### config.mk
export PLATFORM = sky130hd
export DESIGN_NAME = button_click_recognizer_unit
export DESIGN_NICKNAME = d
export VERILOG_FILES = /design/src/hw/rtl/bcr_pkg.sv /design/src/hw/rtl/bcr_time_cmp.sv /design/src/hw/rtl/button_click_recognizer_unit.sv
export SDC_FILE = /design/constraint.sdc
export NUM_CORES = 1
export LEC_CHECK = 0
export BUFFER_PORTS_ARGS = -buffer_cell sky130_fd_sc_hd__buf_2
export CAP_MARGIN = 30
export CORE_UTILIZATION = 55
export CTS_CLUSTER_DIAMETER = 30
export DETAILED_ROUTE_END_ITERATION = 8
export GPL_TIMING_DRIVEN = 0
export PLACE_DENSITY = 0.82
export SETUP_SLACK_MARGIN = 0.05
export SYNTH_ARGS = -nofsm -noshare
export SYNTH_HDL_FRONTEND = slang
export SYNTH_SLANG_ARGS = --single-unit
### constraint.sdc
create_clock -name i_clk -period 6.6 [get_ports i_clk]
set_clock_uncertainty 0.2 [all_clocks]
set_input_delay 0.66 -clock i_clk [delete_from_list [all_inputs] [get_ports i_clk]]
set_output_delay 0.66 -clock i_clk [all_outputs]
set_load 0.005 [all_outputs]
### src/hw/rtl/bcr_pkg.sv
// Shared types and codes for the button click recognizer.
package bcr_pkg;

    typedef struct packed {
        logic        action;
        logic [1:0]  button;
        logic [3:0]  levels;
        logic [31:0] now_ms;
    } t_in_item;

    typedef struct packed {
        logic [2:0] event_kind;
        logic [1:0] event_button;
        logic       any_held;
        logic       last;
    } t_out_item;

    localparam logic ACT_EDGE = 1'b0;
    localparam logic ACT_TICK = 1'b1;

    localparam logic [2:0] EV_RAW_DOWN     = 3'd0;
    localparam logic [2:0] EV_CLICK        = 3'd1;
    localparam logic [2:0] EV_LONG         = 3'd2;
    localparam logic [2:0] EV_LONG_RELEASE = 3'd3;
    localparam logic [2:0] EV_RAW_UP       = 3'd4;
    localparam logic [2:0] EV_TICK_DONE    = 3'd5;

    localparam logic [1:0] MODE_RELEASED  = 2'd0;
    localparam logic [1:0] MODE_PRESSED   = 2'd1;
    localparam logic [1:0] MODE_REPEATING = 2'd2;
    localparam logic [1:0] MODE_LONG      = 2'd3;

    localparam logic [2:0] CFG_RAW_DOWN_MASK     = 3'd0;
    localparam logic [2:0] CFG_RAW_UP_MASK       = 3'd1;
    localparam logic [2:0] CFG_CLICK_MASK        = 3'd2;
    localparam logic [2:0] CFG_LONG_MASK         = 3'd3;
    localparam logic [2:0] CFG_LONG_RELEASE_MASK = 3'd4;
    localparam logic [2:0] CFG_REPEAT_INTERVALS  = 3'd5;
    localparam logic [2:0] CFG_LONG_DELAYS       = 3'd6;

endpackage

### src/hw/rtl/bcr_time_cmp.sv
// Shared elapsed-time comparator: wrapping elapsed milliseconds against a 16-bit limit.
module bcr_time_cmp (
    input  logic [31:0] i_now,
    input  logic [31:0] i_stamp,
    input  logic [15:0] i_limit,
    output logic        o_gt,
    output logic        o_lt
);

    logic [31:0] elapsed;
    logic [31:0] limit_ext;

    assign elapsed   = i_now - i_stamp;
    assign limit_ext = {16'd0, i_limit};
    assign o_gt      = elapsed > limit_ext;
    assign o_lt      = elapsed < limit_ext;

endmodule

### src/hw/rtl/button_click_recognizer_unit.sv
// Top level of the button click recognizer: sequencer, per-button state and result register.
//
// The block takes one transaction at a time and stalls its input until every result
// of that transaction has been produced. A press is a single step; a release is a
// compare step followed by one step per result; a tick makes one repeat check and
// one long check per held button and a single step for a button that is not held,
// then the summary. Output stall while a result waits holds the sequencer in its
// step. The sequencer walks the buttons one check at a time through a single shared
// elapsed-time comparator.
module button_click_recognizer_unit #(
    parameter int BUTTON_COUNT = 4
) (
    input  logic                i_clk,
    input  logic                i_rst_n,
    input  logic                i_in_valid,
    output logic                o_in_stall,
    input  bcr_pkg::t_in_item   i_in_item,
    output logic                o_out_valid,
    input  logic                i_out_stall,
    output bcr_pkg::t_out_item  o_out_item,
    input  logic                i_cfg_we,
    input  logic [2:0]          i_cfg_index,
    input  logic [63:0]         i_cfg_data
);

    localparam int         BW       = (BUTTON_COUNT > 1) ? $clog2(BUTTON_COUNT) : 1;
    localparam logic [1:0] LAST_BTN = 2'(BUTTON_COUNT - 1);
    localparam logic [2:0] BTN_LIM  = 3'(BUTTON_COUNT);
    localparam logic [3:0] LVL_MASK = 4'((1 << BUTTON_COUNT) - 1);

    localparam logic [2:0] S_IDLE     = 3'd0;
    localparam logic [2:0] S_PRESS    = 3'd1;
    localparam logic [2:0] S_REL_CMP  = 3'd2;
    localparam logic [2:0] S_REL_EMIT = 3'd3;
    localparam logic [2:0] S_REP      = 3'd4;
    localparam logic [2:0] S_LONG     = 3'd5;
    localparam logic [2:0] S_DONE     = 3'd6;

    localparam int F_CLICK = 0;
    localparam int F_LREL  = 1;
    localparam int F_RAWUP = 2;

    logic [3:0]  r_rd_mask, r_ru_mask, r_click_mask, r_long_mask, r_lrel_mask;
    logic [63:0] r_rep_int, r_long_dly;

    logic [31:0] r_press_stamp [BUTTON_COUNT];
    logic [31:0] r_rep_stamp   [BUTTON_COUNT];
    logic        r_long_armed  [BUTTON_COUNT];
    logic        r_rep_armed   [BUTTON_COUNT];
    logic [1:0]  r_mode        [BUTTON_COUNT];
    logic [31:0] n_press_stamp [BUTTON_COUNT];
    logic [31:0] n_rep_stamp   [BUTTON_COUNT];
    logic        n_long_armed  [BUTTON_COUNT];
    logic        n_rep_armed   [BUTTON_COUNT];
    logic [1:0]  n_mode        [BUTTON_COUNT];

    logic [2:0]         r_state, n_state;
    bcr_pkg::t_in_item  r_item, n_item;
    logic [1:0]         r_btn, n_btn;
    logic [2:0]         r_flags, n_flags;
    logic               r_out_valid, n_out_valid;
    bcr_pkg::t_out_item r_out, n_out;

    logic [BW-1:0] idx;
    logic [15:0]   interval, delay, cmp_limit;
    logic [31:0]   cmp_stamp;
    logic          cmp_gt, cmp_lt;
    logic          out_free, long_on, rep_fire, long_fire, emit;
    logic [2:0]    sel;

    assign idx       = r_btn[BW-1:0];
    assign interval  = r_rep_int[{r_btn, 4'b0000} +: 16];
    assign delay     = r_long_dly[{r_btn, 4'b0000} +: 16];
    assign cmp_stamp = (r_state == S_REP) ? r_rep_stamp[idx] : r_press_stamp[idx];
    assign cmp_limit = (r_state == S_REP) ? interval : delay;
    assign out_free  = !r_out_valid || !i_out_stall;
    assign long_on   = r_long_mask[r_btn] && (delay != 16'd0);
    assign rep_fire  = r_click_mask[r_btn] && r_rep_armed[idx] && (interval != 16'd0) && cmp_gt;
    assign long_fire = long_on && r_long_armed[idx] && cmp_gt;

    bcr_time_cmp u_cmp (
        .i_now   (r_item.now_ms),
        .i_stamp (cmp_stamp),
        .i_limit (cmp_limit),
        .o_gt    (cmp_gt),
        .o_lt    (cmp_lt)
    );

    always_comb begin
        n_state       = r_state;
        n_item        = r_item;
        n_btn         = r_btn;
        n_flags       = r_flags;
        n_press_stamp = r_press_stamp;
        n_rep_stamp   = r_rep_stamp;
        n_long_armed  = r_long_armed;
        n_rep_armed   = r_rep_armed;
        n_mode        = r_mode;
        emit          = 1'b0;
        sel           = 3'd0;
        n_out         = r_out;
        n_out.event_button = r_btn;
        n_out.any_held     = 1'b0;
        n_out.last         = 1'b0;
        unique case (r_state)
            S_IDLE: begin
                if (i_in_valid) begin
                    n_item = i_in_item;
                    n_btn  = i_in_item.button;
                    if (i_in_item.action == bcr_pkg::ACT_TICK) begin
                        n_btn   = 2'd0;
                        n_state = S_REP;
                    end else if ({1'b0, i_in_item.button} >= BTN_LIM) begin
                        n_state = S_IDLE;
                    end else if (i_in_item.levels[i_in_item.button]) begin
                        n_state = S_PRESS;
                    end else begin
                        n_state = S_REL_CMP;
                    end
                end
            end
            S_PRESS: begin
                if (!r_rd_mask[r_btn] || out_free) begin
                    n_press_stamp[idx] = r_item.now_ms;
                    n_rep_stamp[idx]   = r_item.now_ms;
                    n_long_armed[idx]  = 1'b1;
                    n_rep_armed[idx]   = 1'b1;
                    n_mode[idx]        = bcr_pkg::MODE_PRESSED;
                    emit               = r_rd_mask[r_btn];
                    n_out.event_kind   = bcr_pkg::EV_RAW_DOWN;
                    n_out.last         = 1'b1;
                    n_state            = S_IDLE;
                end
            end
            S_REL_CMP: begin
                n_flags[F_CLICK] = r_click_mask[r_btn] &&
                                   (!long_on || (r_long_armed[idx] && cmp_lt));
                n_flags[F_LREL]  = r_lrel_mask[r_btn] && (r_mode[idx] == bcr_pkg::MODE_LONG);
                n_flags[F_RAWUP] = r_ru_mask[r_btn];
                n_press_stamp[idx] = 32'd0;
                n_rep_stamp[idx]   = 32'd0;
                n_long_armed[idx]  = 1'b0;
                n_rep_armed[idx]   = 1'b0;
                n_mode[idx]        = bcr_pkg::MODE_RELEASED;
                n_state            = S_REL_EMIT;
            end
            S_REL_EMIT: begin
                if (r_flags == 3'd0) begin
                    n_state = S_IDLE;
                end else if (out_free) begin
                    if (r_flags[F_CLICK]) begin
                        sel              = 3'b001;
                        n_out.event_kind = bcr_pkg::EV_CLICK;
                    end else if (r_flags[F_LREL]) begin
                        sel              = 3'b010;
                        n_out.event_kind = bcr_pkg::EV_LONG_RELEASE;
                    end else begin
                        sel              = 3'b100;
                        n_out.event_kind = bcr_pkg::EV_RAW_UP;
                    end
                    emit       = 1'b1;
                    n_flags    = r_flags & ~sel;
                    n_out.last = (n_flags == 3'd0);
                    if (n_flags == 3'd0) begin
                        n_state = S_IDLE;
                    end
                end
            end
            S_REP: begin
                if (!r_item.levels[r_btn]) begin
                    if (r_btn == LAST_BTN) begin
                        n_state = S_DONE;
                    end else begin
                        n_btn = r_btn + 2'd1;
                    end
                end else if (!rep_fire) begin
                    n_state = S_LONG;
                end else if (out_free) begin
                    emit             = 1'b1;
                    n_out.event_kind = bcr_pkg::EV_CLICK;
                    n_mode[idx]      = bcr_pkg::MODE_REPEATING;
                    n_rep_stamp[idx] = r_item.now_ms;
                    n_state          = S_LONG;
                end
            end
            S_LONG: begin
                if (!long_fire || out_free) begin
                    if (long_fire) begin
                        emit               = 1'b1;
                        n_out.event_kind   = bcr_pkg::EV_LONG;
                        n_mode[idx]        = bcr_pkg::MODE_LONG;
                        n_long_armed[idx]  = 1'b0;
                        n_rep_armed[idx]   = 1'b0;
                        n_press_stamp[idx] = 32'd0;
                        n_rep_stamp[idx]   = 32'd0;
                    end
                    if (r_btn == LAST_BTN) begin
                        n_state = S_DONE;
                    end else begin
                        n_btn   = r_btn + 2'd1;
                        n_state = S_REP;
                    end
                end
            end
            S_DONE: begin
                if (out_free) begin
                    emit               = 1'b1;
                    n_out.event_kind   = bcr_pkg::EV_TICK_DONE;
                    n_out.event_button = 2'd0;
                    n_out.any_held     = |(r_item.levels & LVL_MASK);
                    n_out.last         = 1'b1;
                    n_state            = S_IDLE;
                end
            end
            default: begin
                n_state = S_IDLE;
            end
        endcase
        if (emit) begin
            n_out_valid = 1'b1;
        end else begin
            n_out_valid = r_out_valid && i_out_stall;
            n_out       = r_out;
        end
    end

    always_ff @(posedge i_clk) begin
        if (!i_rst_n) begin
            r_state      <= S_IDLE;
            r_out_valid  <= 1'b0;
            r_flags      <= 3'd0;
            r_btn        <= 2'd0;
            r_rd_mask    <= 4'd0;
            r_ru_mask    <= 4'd0;
            r_click_mask <= 4'd0;
            r_long_mask  <= 4'd0;
            r_lrel_mask  <= 4'd0;
            r_rep_int    <= 64'd0;
            r_long_dly   <= 64'd0;
            for (int b = 0; b < BUTTON_COUNT; b++) begin
                r_press_stamp[b] <= 32'd0;
                r_rep_stamp[b]   <= 32'd0;
                r_long_armed[b]  <= 1'b0;
                r_rep_armed[b]   <= 1'b0;
                r_mode[b]        <= bcr_pkg::MODE_RELEASED;
            end
        end else begin
            r_state       <= n_state;
            r_out_valid   <= n_out_valid;
            r_flags       <= n_flags;
            r_btn         <= n_btn;
            r_press_stamp <= n_press_stamp;
            r_rep_stamp   <= n_rep_stamp;
            r_long_armed  <= n_long_armed;
            r_rep_armed   <= n_rep_armed;
            r_mode        <= n_mode;
            if (i_cfg_we) begin
                unique case (i_cfg_index)
                    bcr_pkg::CFG_RAW_DOWN_MASK:     r_rd_mask    <= i_cfg_data[3:0];
                    bcr_pkg::CFG_RAW_UP_MASK:       r_ru_mask    <= i_cfg_data[3:0];
                    bcr_pkg::CFG_CLICK_MASK:        r_click_mask <= i_cfg_data[3:0];
                    bcr_pkg::CFG_LONG_MASK:         r_long_mask  <= i_cfg_data[3:0];
                    bcr_pkg::CFG_LONG_RELEASE_MASK: r_lrel_mask  <= i_cfg_data[3:0];
                    bcr_pkg::CFG_REPEAT_INTERVALS:  r_rep_int    <= i_cfg_data;
                    bcr_pkg::CFG_LONG_DELAYS:       r_long_dly   <= i_cfg_data;
                    default: begin
                    end
                endcase
            end
        end
    end

    always_ff @(posedge i_clk) begin
        r_item <= n_item;
        r_out  <= n_out;
    end

    assign o_in_stall  = (r_state != S_IDLE);
    assign o_out_valid = r_out_valid;
    assign o_out_item  = r_out;

    // The summary and a raw-down result always close their transaction.
    a_tick_done_last: assert property (@(posedge i_clk) disable iff (!i_rst_n)
        (o_out_valid && o_out_item.event_kind == bcr_pkg::EV_TICK_DONE) |-> o_out_item.last)
        else $error("tick summary not marked last");

    a_raw_down_last: assert property (@(posedge i_clk) disable iff (!i_rst_n)
        (o_out_valid && o_out_item.event_kind == bcr_pkg::EV_RAW_DOWN) |-> o_out_item.last)
        else $error("raw down not marked last");

    a_tick_btn_range: assert property (@(posedge i_clk) disable iff (!i_rst_n)
        (r_state == S_REP || r_state == S_LONG) |-> ({1'b0, r_btn} < BTN_LIM))
        else $error("tick walk beyond button count");

    a_out_kind_range: assert property (@(posedge i_clk) disable iff (!i_rst_n)
        o_out_valid |-> (o_out_item.event_kind <= bcr_pkg::EV_TICK_DONE))
        else $error("invalid event kind");

    a_emit_while_busy: assert property (@(posedge i_clk) disable iff (!i_rst_n)
        ($rose(o_out_valid) && r_state != S_IDLE) |-> $past(r_state != S_IDLE))
        else $error("result produced without a transaction in progress");

endmodule

==> results of run 1 <==
cells in the final DEF (no fill, tap or decap), drive strengths merged, types with 13 or more instances in the layout:
master       synthesis  final
nor2                73     73
dlygate4sd3          0     34
a21o                13     13
mux2i               81     81
nand2              359    359
nor4                22     22
edfxtp              43     43
ha                  53     53
a22o               129    129
o21ai               32     32
mux4               103    103
nand3               13     13
nand4               17     17
clkinv               0     29
o2bb2ai            132    132
nand2b              18     18
clkbuf              62    182
inv                 19     27
buf                 84    219
dfxtp              425    425
a21oi              190    190
registers in the layout, summed over array words and instances (netlist names), 4 cells and up, named ones only:
| register | cells |
|---|---|
| r_rep_int | 64 |
| r_rd_mask | 4 |
| o_out_item | 7 |
| r_mode | 8 |
| r_rep_stamp | 128 |
| r_lrel_mask | 4 |
| r_click_mask | 4 |
| r_ru_mask | 4 |
| r_long_mask | 4 |
| r_item | 36 |
| r_press_stamp | 128 |
| r_long_dly | 64 |
where the power goes:
| group | switching, mW | internal [mW] | leakage, nW | total (mW) |
|---|---|---|---|---|
| clock network | 1.64 | 3.26 | 1.62 | 4.90 |
| registers | 0.288 | 3.24 | 3.84 | 3.53 |
| logic | 2.61 | 1.80 | 4.55 | 4.41 |
| total | 4.54 | 8.30 | 10.0 | 12.8 |
stage by stage:
| step | setup TNS, ns | setup WS, ns | instance area (um^2) |
|---|---|---|---|
| 3_3_place_gp | -578.81 | -2.669 | 22900 |
| 5_1_grt | 0 | 0.01673 | 27020 |
| 3_5_place_dp | -497.05 | -1.910 | 23060 |
| 4_1_cts | 0 | 0.06309 | 26900 |
| 2_1_floorplan | 0 | 0.2186 | 21660 |
| 6_report | 0 | 0.1209 | 27020 |
per-layer routing:
layer  routed length (um)  global-route usage  part of all wire  up-vias
met4                 3372              0.1865             0.049        0
li1                     -                   -                 -     8099
met5                    0                   0                 0        -
met3                 6065             0.07614             0.088      257
met2                32540              0.5480              0.47     1149
met1                26690              0.4201              0.39     8983
repair_timing:
action                                  4_1_cts  5_1_grt
hold buffers                                 34        0
pin swaps                                     2        6
endpoints found under the setup margin      282      271
setup buffers                                 5        3
endpoints found under the hold margin        34        0
resized for setup                            45       29
cells by family after synthesis:
logic type | share of synthesized area
buffers and inverters | 0.05263
XOR/XNOR | 0.009244
AO/OA/AOI/OAI | 0.1927
adder cells (fa/ha/maj) | 0.03154
flip-flops | 0.4525
AND/OR/NAND/NOR | 0.1134
multiplexers | 0.1480
worst max path at each step:
stage / start / to
3_3_place_gp: idx[1]$_SDFFE_PN0P_ / r_rep_stamp[30]$_SDFFE_PN0P_
5_1_grt: idx[1]$_SDFFE_PN0P_ / r_rep_stamp[75]$_SDFFE_PN0P_
3_5_place_dp: idx[1]$_SDFFE_PN0P_ / r_rep_stamp[114]$_SDFFE_PN0P_
4_1_cts: idx[0]$_SDFFE_PN0P_ / r_rep_stamp[88]$_SDFFE_PN0P_
6_report: idx[1]$_SDFFE_PN0P_ / r_rep_stamp[88]$_SDFFE_PN0P_
2_1_floorplan: idx[0]$_SDFFE_PN0P_ / r_rep_stamp[33]$_SDFFE_PN0P_
worst reg2reg max path: stages, from the launching register on:
cell and delay, ns:
sky130_fd_sc_hd__dfxtp_1 0.39, sky130_fd_sc_hd__clkbuf_8 0.22, sky130_fd_sc_hd__buf_8 0.20, sky130_fd_sc_hd__buf_12 0.20, sky130_fd_sc_hd__buf_6 0.22, sky130_fd_sc_hd__buf_6 0.23, sky130_fd_sc_hd__mux4_2 0.34, sky130_fd_sc_hd__mux2i_1 0.20
sky130_fd_sc_hd__ha_1 0.32, sky130_fd_sc_hd__o211ai_1 0.32, sky130_fd_sc_hd__a21oi_4 0.09, sky130_fd_sc_hd__buf_4 0.15, sky130_fd_sc_hd__o21ai_1 0.32, sky130_fd_sc_hd__nand2_1 0.12, sky130_fd_sc_hd__xor2_1 0.19, sky130_fd_sc_hd__ha_1 0.30
sky130_fd_sc_hd__nand4_1 0.10, sky130_fd_sc_hd__nor2_1 0.15, sky130_fd_sc_hd__nand4_1 0.15, sky130_fd_sc_hd__o221a_2 0.31, sky130_fd_sc_hd__o211a_2 0.29, sky130_fd_sc_hd__nand4_4 0.16, sky130_fd_sc_hd__nor2_4 0.07, sky130_fd_sc_hd__buf_6 0.16
sky130_fd_sc_hd__o41a_4 0.56, sky130_fd_sc_hd__buf_6 0.19, sky130_fd_sc_hd__a22o_1 0.20
cell type report:
type | instances | area, um^2
fillers | 2702 | 11720
multi-input cells | 1377 | 10830
well taps | 518 | 648.1
clock inverters | 56 | 666.9
inverters | 19 | 71.32
clock buffers | 120 | 2664
plain buffers | 144 | 1182
flip-flops and latches | 468 | 9801
repair buffers | 171 | 1155
diodes | 3 | 7.507
==> load_flow_metrics.sql, run 1 <==
INSERT INTO impl_metrics (metric_group, metric, value, unit) VALUES
('timing', 'final_max_slew_viol_count', '0', ''),
('global_route', 'global_route_wire_length_before_repair', '106.4', 'mm'),
('yosys', 'ys_dominant_reg_cell', 'sky130_fd_sc_hd__dfxtp_1', ''),
('placed_design', 'detailedPlacementHpwl', '47.14', 'mm'),
('pwr', 'total_power', '12.84', 'mW'),
('critical_path', 'worstPathMaxFanout', '10', ''),
('die', 'floorplan.die_area', '0.04017', 'mm^2'),
('critical_path', 'cp_top_family', 'compound AO/OA/AOI/OAI gates', ''),
('yosys', 'synthDominantAreaCellType', 'sky130_fd_sc_hd__dfxtp_1', ''),
('hold_path', 'worst_hold_path.endpoint', 'r_item[32]$_DFFE_PP_', ''),
('hold_path', 'hold_path.class', 'in -> reg', ''),
('yosys', 'synth_top_cells_by_count', 'sky130_fd_sc_hd__dfxtp_1, sky130_fd_sc_hd__nand2_1, sky130_fd_sc_hd__a21oi_1, sky130_fd_sc_hd__o2bb2ai_1, sky130_fd_sc_hd__a22o_1', ''),
('run', 'maxCapViolCount', '0', ''),
('detailed_routing', 'drt_drc_violations_left', '0', ''),
('critical_path', 'worstReg2RegEnd', 'r_rep_stamp[88]$_SDFFE_PN0P_', ''),
('yosys', 'synth_cell_type_count', '84', ''),
('die', 'floorplan.die.width', '200.4', 'um'),
('die', 'die_y', '200.4', 'um'),
('clock_tree', 'cts.sink_count', '468', ''),
('placed_design', 'gpl.final_weighted_congestion', '0.9621', ''),
('timing', 'setup_repair_after_global_routing_missed_its_margin', 'no', ''),
('yosys', 'yosys_register_bits', '468', ''),
('placed_design', 'placement.io_buffers', '119', ''),
('yosys', 'synth-warning-count', '0', ''),
('detailed_routing', 'detail_route.wirelength', '68.67', 'mm'),
('pwr', 'static_leak', '10.01', 'nW'),
('timing', 'hold_viol_final', '0', ''),
('timing', 'setup_violations', '0', ''),
('die', 'boundaryPins', '120', ''),
('critical_path', 'slowest_stage_cell_on_the_critical_path', 'sky130_fd_sc_hd__o41a_4', ''),
('timing', 'max_freq', '154.3', 'MHz'),
('global_route', 'number_of_antenna_violations_at_the_first_check_in_global_routing', '2', ''),
('detailed_routing', 'initialDrtViolationCount', '2033', ''),
('layout', 'nNetsFinal', '2440', ''),
('clock_tree', 'cts_root_buf', 'sky130_fd_sc_hd__clkbuf_16', ''),
('yosys', 'area_share_of_the_leading_cell_type_in_the_synthesized_netlist', '0.3929', ''),
('hold_path', 'hp-start', 'i_in_item[32]', ''),
('critical_path', 'cp_num_buf_inv', '8', ''),
('yosys', 'synth_edf_count', '43', ''),
('yosys', 'yosysMostFrequentCell', 'sky130_fd_sc_hd__dfxtp_1', ''),
('placed_design', 'placed_cells_incl_taps', '2657', ''),
('die', 'count_of_standard_cell_rows', '72', ''),
('layout', 'final-instance-count-excl-fill', '2876', ''),
('die', 'start_util', '0.5591', ''),
('critical_path', 'cp-start-kind', 'register', ''),
('critical_path', 'critPathKind', 'reg -> reg', ''),
('yosys', 'post_synth_main_area_contributors', 'sky130_fd_sc_hd__dfxtp_1, sky130_fd_sc_hd__mux4_2, sky130_fd_sc_hd__nand2_1', ''),
('yosys', 'synthCells', '2010', ''),
('status', 'status', 'complete, no violations', ''),
('clock_tree', 'number_of_buffers_between_clock_root_and_the_deepest_sink', '3', ''),
('detailed_routing', 'drtPass1Iterations', '8', ''),
('clock_tree', 'tritoncts', 'done', ''),
('detailed_routing', 'wl_per_cell', '23.88', 'um'),
('global_route', 'largest_net_degree_at_the_start_of_global_routing', '20', ''),
('critical_path', 'crit_path_end_kind', 'register', ''),
('layout', 'layout-drive-gt1-share', '0.2276', ''),
('critical_path', 'regToRegSetupSlack', '0.12', 'ns'),
('yosys', 'seq_area_frac_synth', '0.4525', ''),
('yosys', 'synth.cell_area', '0.02166', 'mm^2'),
('clock_tree', 'htree_levels', '3', ''),
('layout', 'flow.area_growth_from_synthesis', '24.77', '%'),
('critical_path', 'cp.depth', '26', ''),
('yosys', 'syn_avg_cell_area', '10.77', 'um^2'),
('clock_tree', 'clock_latency_late_sink', '0.64', 'ns'),
('timing', 'timing_worst_slew_pin_value', '0.9118', 'ns'),
('die', 'fp.coreArea', '0.03874', 'mm^2'),
('critical_path', 'logic_depth_of_the_worst_register_to_register_path', '26', ''),
('clock_tree', 'cts.clk_slew.worst_paths', '0.04', 'ns'),
('pwr', 'power_density', '475.2', 'mW/mm^2'),
('clock_tree', 'num_cts_buffers', '94', ''),
('pwr', 'max_rail_drop_vdd', '0.2741', 'mV');
Note: power is estimated with default switching activity, not from simulation.
==> run 2, diff against run 1 <==
CTS_CLUSTER_DIAMETER = default   (was 30)
PLACE_DENSITY = 0.76   (was 0.82)
SKIP_CTS_REPAIR_TIMING = 1   (was default)
==> load_flow_metrics.sql, run 2 (same netlist as run 1, synthesis figures left out) <==
INSERT INTO impl_metrics (metric_group, metric, value, unit) VALUES
('die', 'floorplan.die_area', '0.04017', 'mm^2'),
('pwr', 'power_density', '424.2', 'mW/mm^2'),
('detailed_routing', 'drtPass1Iterations', '6', ''),
('timing', 'max_freq', '156.7', 'MHz'),
('placed_design', 'placement.io_buffers', '119', ''),
('global_route', 'grt_pass1_vias', '17470', ''),
('clock_tree', 'cts.clk_slew.worst_paths', '0.06', 'ns'),
('pwr', 'power.share.clock', '0.266', ''),
('clock_tree', 'tritoncts', 'done', ''),
('layout', 'final-instance-count-excl-fill', '2759', ''),
('clock_tree', 'num_cts_buffers', '49', ''),
('critical_path', 'worstPathMaxFanout', '10', ''),
('die', 'count_of_standard_cell_rows', '72', ''),
('critical_path', 'cp_data_arrival_time', '6.65', 'ns'),
('die', 'floorplan.die.width', '200.4', 'um'),
('die', 'boundaryPins', '120', ''),
('timing', 'finalCriticalPeriod', '6.381', 'ns'),
('timing', 'timing_worst_slew_pin_value', '0.9415', 'ns'),
('layout', 'reg_top3', 'r_press_stamp x128, r_rep_stamp x128', ''),
('clock_tree', 'cts.sink_count', '468', ''),
('clock_tree', 'cts_root_buf', 'sky130_fd_sc_hd__clkbuf_16', ''),
('pwr', 'net_switching_fraction_of_the_power', '0.3739', ''),
('timing', 'setup_violations', '0', ''),
('global_route', 'global_route_wire_length_before_repair', '99.26', 'mm'),
('timing', 'timing.final.crit_share', '0.9668', ''),
('pwr', 'max_rail_drop_vdd', '0.1956', 'mV'),
('global_route', 'number_of_antenna_violations_at_the_first_check_in_global_routing', '0', ''),
('detailed_routing', 'viasPerCell', '6.310', ''),
('clock_tree', 'number_of_buffers_between_clock_root_and_the_deepest_sink', '3', ''),
('detailed_routing', 'drt_drc_violations_left', '0', ''),
('pwr', 'static_leak', '9.065', 'nW'),
('detailed_routing', 'detail_route.wirelength', '63.85', 'mm'),
('layout', 'area_of_the_multi_input_gates', '0.01083', 'mm^2'),
('layout', 'regArea', '0.009803', 'mm^2'),
('layout', 'num_antenna_cells', '0', ''),
('die', 'die_y', '200.4', 'um'),
('placed_design', 'gpl.final_weighted_congestion', '0.9801', ''),
('timing', 'timing.slew.headroom', '0.3723', ''),
('global_route', 'grt_overflow', '0', ''),
('placed_design', 'placed_area', '0.02303', 'mm^2'),
('hold_path', 'hold_path.class', 'in -> reg', ''),
('detailed_routing', 'antenna_left', '0', ''),
('clock_tree', 'htree_levels', '2', ''),
('critical_path', 'cp-start-kind', 'register', ''),
('global_route', 'grt_usage', '0.3162', ''),
('pwr', 'p_int', '6.646', 'mW'),
('detailed_routing', 'detailroute.via_count', '17410', ''),
('detailed_routing', 'initialDrtViolationCount', '1616', ''),
('pwr', 'power_frac_seq', '0.331', ''),
('die', 'fp.coreArea', '0.03874', 'mm^2'),
('layout', 'most-common-layout-cells', 'sky130_fd_sc_hd__dfxtp_1, sky130_fd_sc_hd__nand2_1, sky130_fd_sc_hd__a21oi_1', ''),
('pwr', 'total_switching_power', '3.969', 'mW'),
('critical_path', 'worstPathRequired', '6.87', 'ns'),
('layout', 'fin_area', '0.02503', 'mm^2'),
('status', 'status', 'complete, no violations', ''),
('layout', 'layout_commonest_cell', 'sky130_fd_sc_hd__dfxtp_1', ''),
('global_route', 'largest_net_degree_at_the_start_of_global_routing', '22', ''),
('critical_path', 'critPathKind', 'reg -> reg', ''),
('detailed_routing', 'wl_per_cell', '23.14', 'um'),
('clock_tree', 'clock_latency_late_sink', '0.61', 'ns'),
('timing', 'fin_worst_hold_slack', '0.03200', 'ns'),
('run', 'maxCapViolCount', '0', ''),
('placed_design', 'placed_cells_incl_taps', '2654', ''),
('layout', 'flow.area_growth_from_synthesis', '15.56', '%'),
('pwr', 'p_comb_frac', '0.403', ''),
('layout', 'layout-drive-gt1-share', '0.1999', ''),
('layout', 'nNetsFinal', '2365', ''),
('timing', 'hold_viol_final', '0', ''),
('critical_path', 'crit_path_end_kind', 'register', ''),
('layout', 'fill_cell_count', '3031', ''),
('die', 'start_util', '0.5591', ''),
('timing', 'final_max_slew_viol_count', '0', ''),
('placed_design', 'detailedPlacementHpwl', '46.60', 'mm');
[run 2: changes by cell type in the layout (fill, tap and decap cells not counted), moves of 4 or more]
cell,previous run,this run
sky130_fd_sc_hd__clkinv_4,11,2
sky130_fd_sc_hd__clkinvlp_4,9,2
sky130_fd_sc_hd__clkbuf_16,97,51
sky130_fd_sc_hd__clkinv_2,16,8
sky130_fd_sc_hd__nor4_2,4,0
sky130_fd_sc_hd__bufinv_16,10,2
sky130_fd_sc_hd__nor4_4,2,6
sky130_fd_sc_hd__dlygate4sd3_1,34,0
[run 2: routing by layer]
metal  global-route usage  part of all wire  vias to the layer above
li1                     -                 -                     7911
met1               0.4086              0.40                     8464
met2               0.5120              0.47                      850
met3              0.06169             0.088                      183
met4               0.1483             0.038                        0
met5                    0                 0                        -
[run 2: final cells by class]
type / count / area share
clock buffer: 73 / 0.05949
tap: 518 / 0.02590
timing repair buffer: 140 / 0.03360
buffer: 145 / 0.04720
multi-input combinational: 1377 / 0.4327
sequential: 468 / 0.3917
clock inverter: 19 / 0.006549
inverter: 19 / 0.002850
[run 2: worst max-delay path, stage by stage, from the launching register on]
cell                        delay [ns]
sky130_fd_sc_hd__dfxtp_4          0.37
sky130_fd_sc_hd__buf_12           0.16
sky130_fd_sc_hd__buf_16           0.12
sky130_fd_sc_hd__buf_4            0.20
sky130_fd_sc_hd__clkbuf_4         0.27
sky130_fd_sc_hd__buf_8            0.18
sky130_fd_sc_hd__mux4_2           0.52
sky130_fd_sc_hd__mux2i_2          0.23
sky130_fd_sc_hd__ha_1             0.16
sky130_fd_sc_hd__buf_2            0.19
sky130_fd_sc_hd__nand4_1          0.15
sky130_fd_sc_hd__nor2_2           0.16
sky130_fd_sc_hd__o2111ai_4        0.19
sky130_fd_sc_hd__and3_1           0.24
sky130_fd_sc_hd__xnor2_1          0.25
sky130_fd_sc_hd__ha_1             0.30
sky130_fd_sc_hd__a21o_1           0.18
sky130_fd_sc_hd__a21o_1           0.17
sky130_fd_sc_hd__a221oi_1         0.27
sky130_fd_sc_hd__o221a_2          0.28
sky130_fd_sc_hd__o211a_2          0.22
sky130_fd_sc_hd__nand4_4          0.18
sky130_fd_sc_hd__nor2_4           0.22
sky130_fd_sc_hd__buf_6            0.20
sky130_fd_sc_hd__nor4_4           0.07
sky130_fd_sc_hd__buf_12           0.18
sky130_fd_sc_hd__buf_6            0.15
sky130_fd_sc_hd__a22o_1           0.23
[run 2: path summary, 6_finish.rpt]
kind                              start                            to  slack [ns]  cells past startpoint
max                 idx[0]$_SDFFE_PN0P_  r_rep_stamp[92]$_SDFFE_PN0P_        0.22                     27
min                       i_in_item[10]          r_item[10]$_DFFE_PP_        0.03                      1
max reg2reg         idx[0]$_SDFFE_PN0P_  r_rep_stamp[92]$_SDFFE_PN0P_        0.22                     27
min reg2reg  r_rep_int[29]$_SDFFE_PN0P_    r_rep_int[29]$_SDFFE_PN0P_        0.25                      2
[run 2: power groups by stage]
stage / clock [mW] / sequential [mW] / combinational (mW)
after global placement: 0 / 3.55 / 3.92
after detailed placement: 0 / 3.55 / 4.05
final: 2.82 / 3.51 / 4.28
after global routing: 2.96 / 3.54 / 4.58
after floorplan: 0 / 3.45 / 2.92
after CTS: 2.84 / 3.50 / 4.08
[run 2: through the flow]
stage / TNS (ns) / total power, mW / utilization / worst slack, ns
finish: 0 / 10.62 / 0.6461 / 0.2191
global route: -0.003699 / 11.08 / 0.6461 / -0.003699
CTS: -427.75 / 10.42 / 0.6372 / -1.817
detailed placement: -417.41 / 7.597 / 0.5946 / -1.755
global placement: -485.26 / 7.468 / 0.5912 / -2.859
floorplan: 0 / 6.379 / - / 0.2186
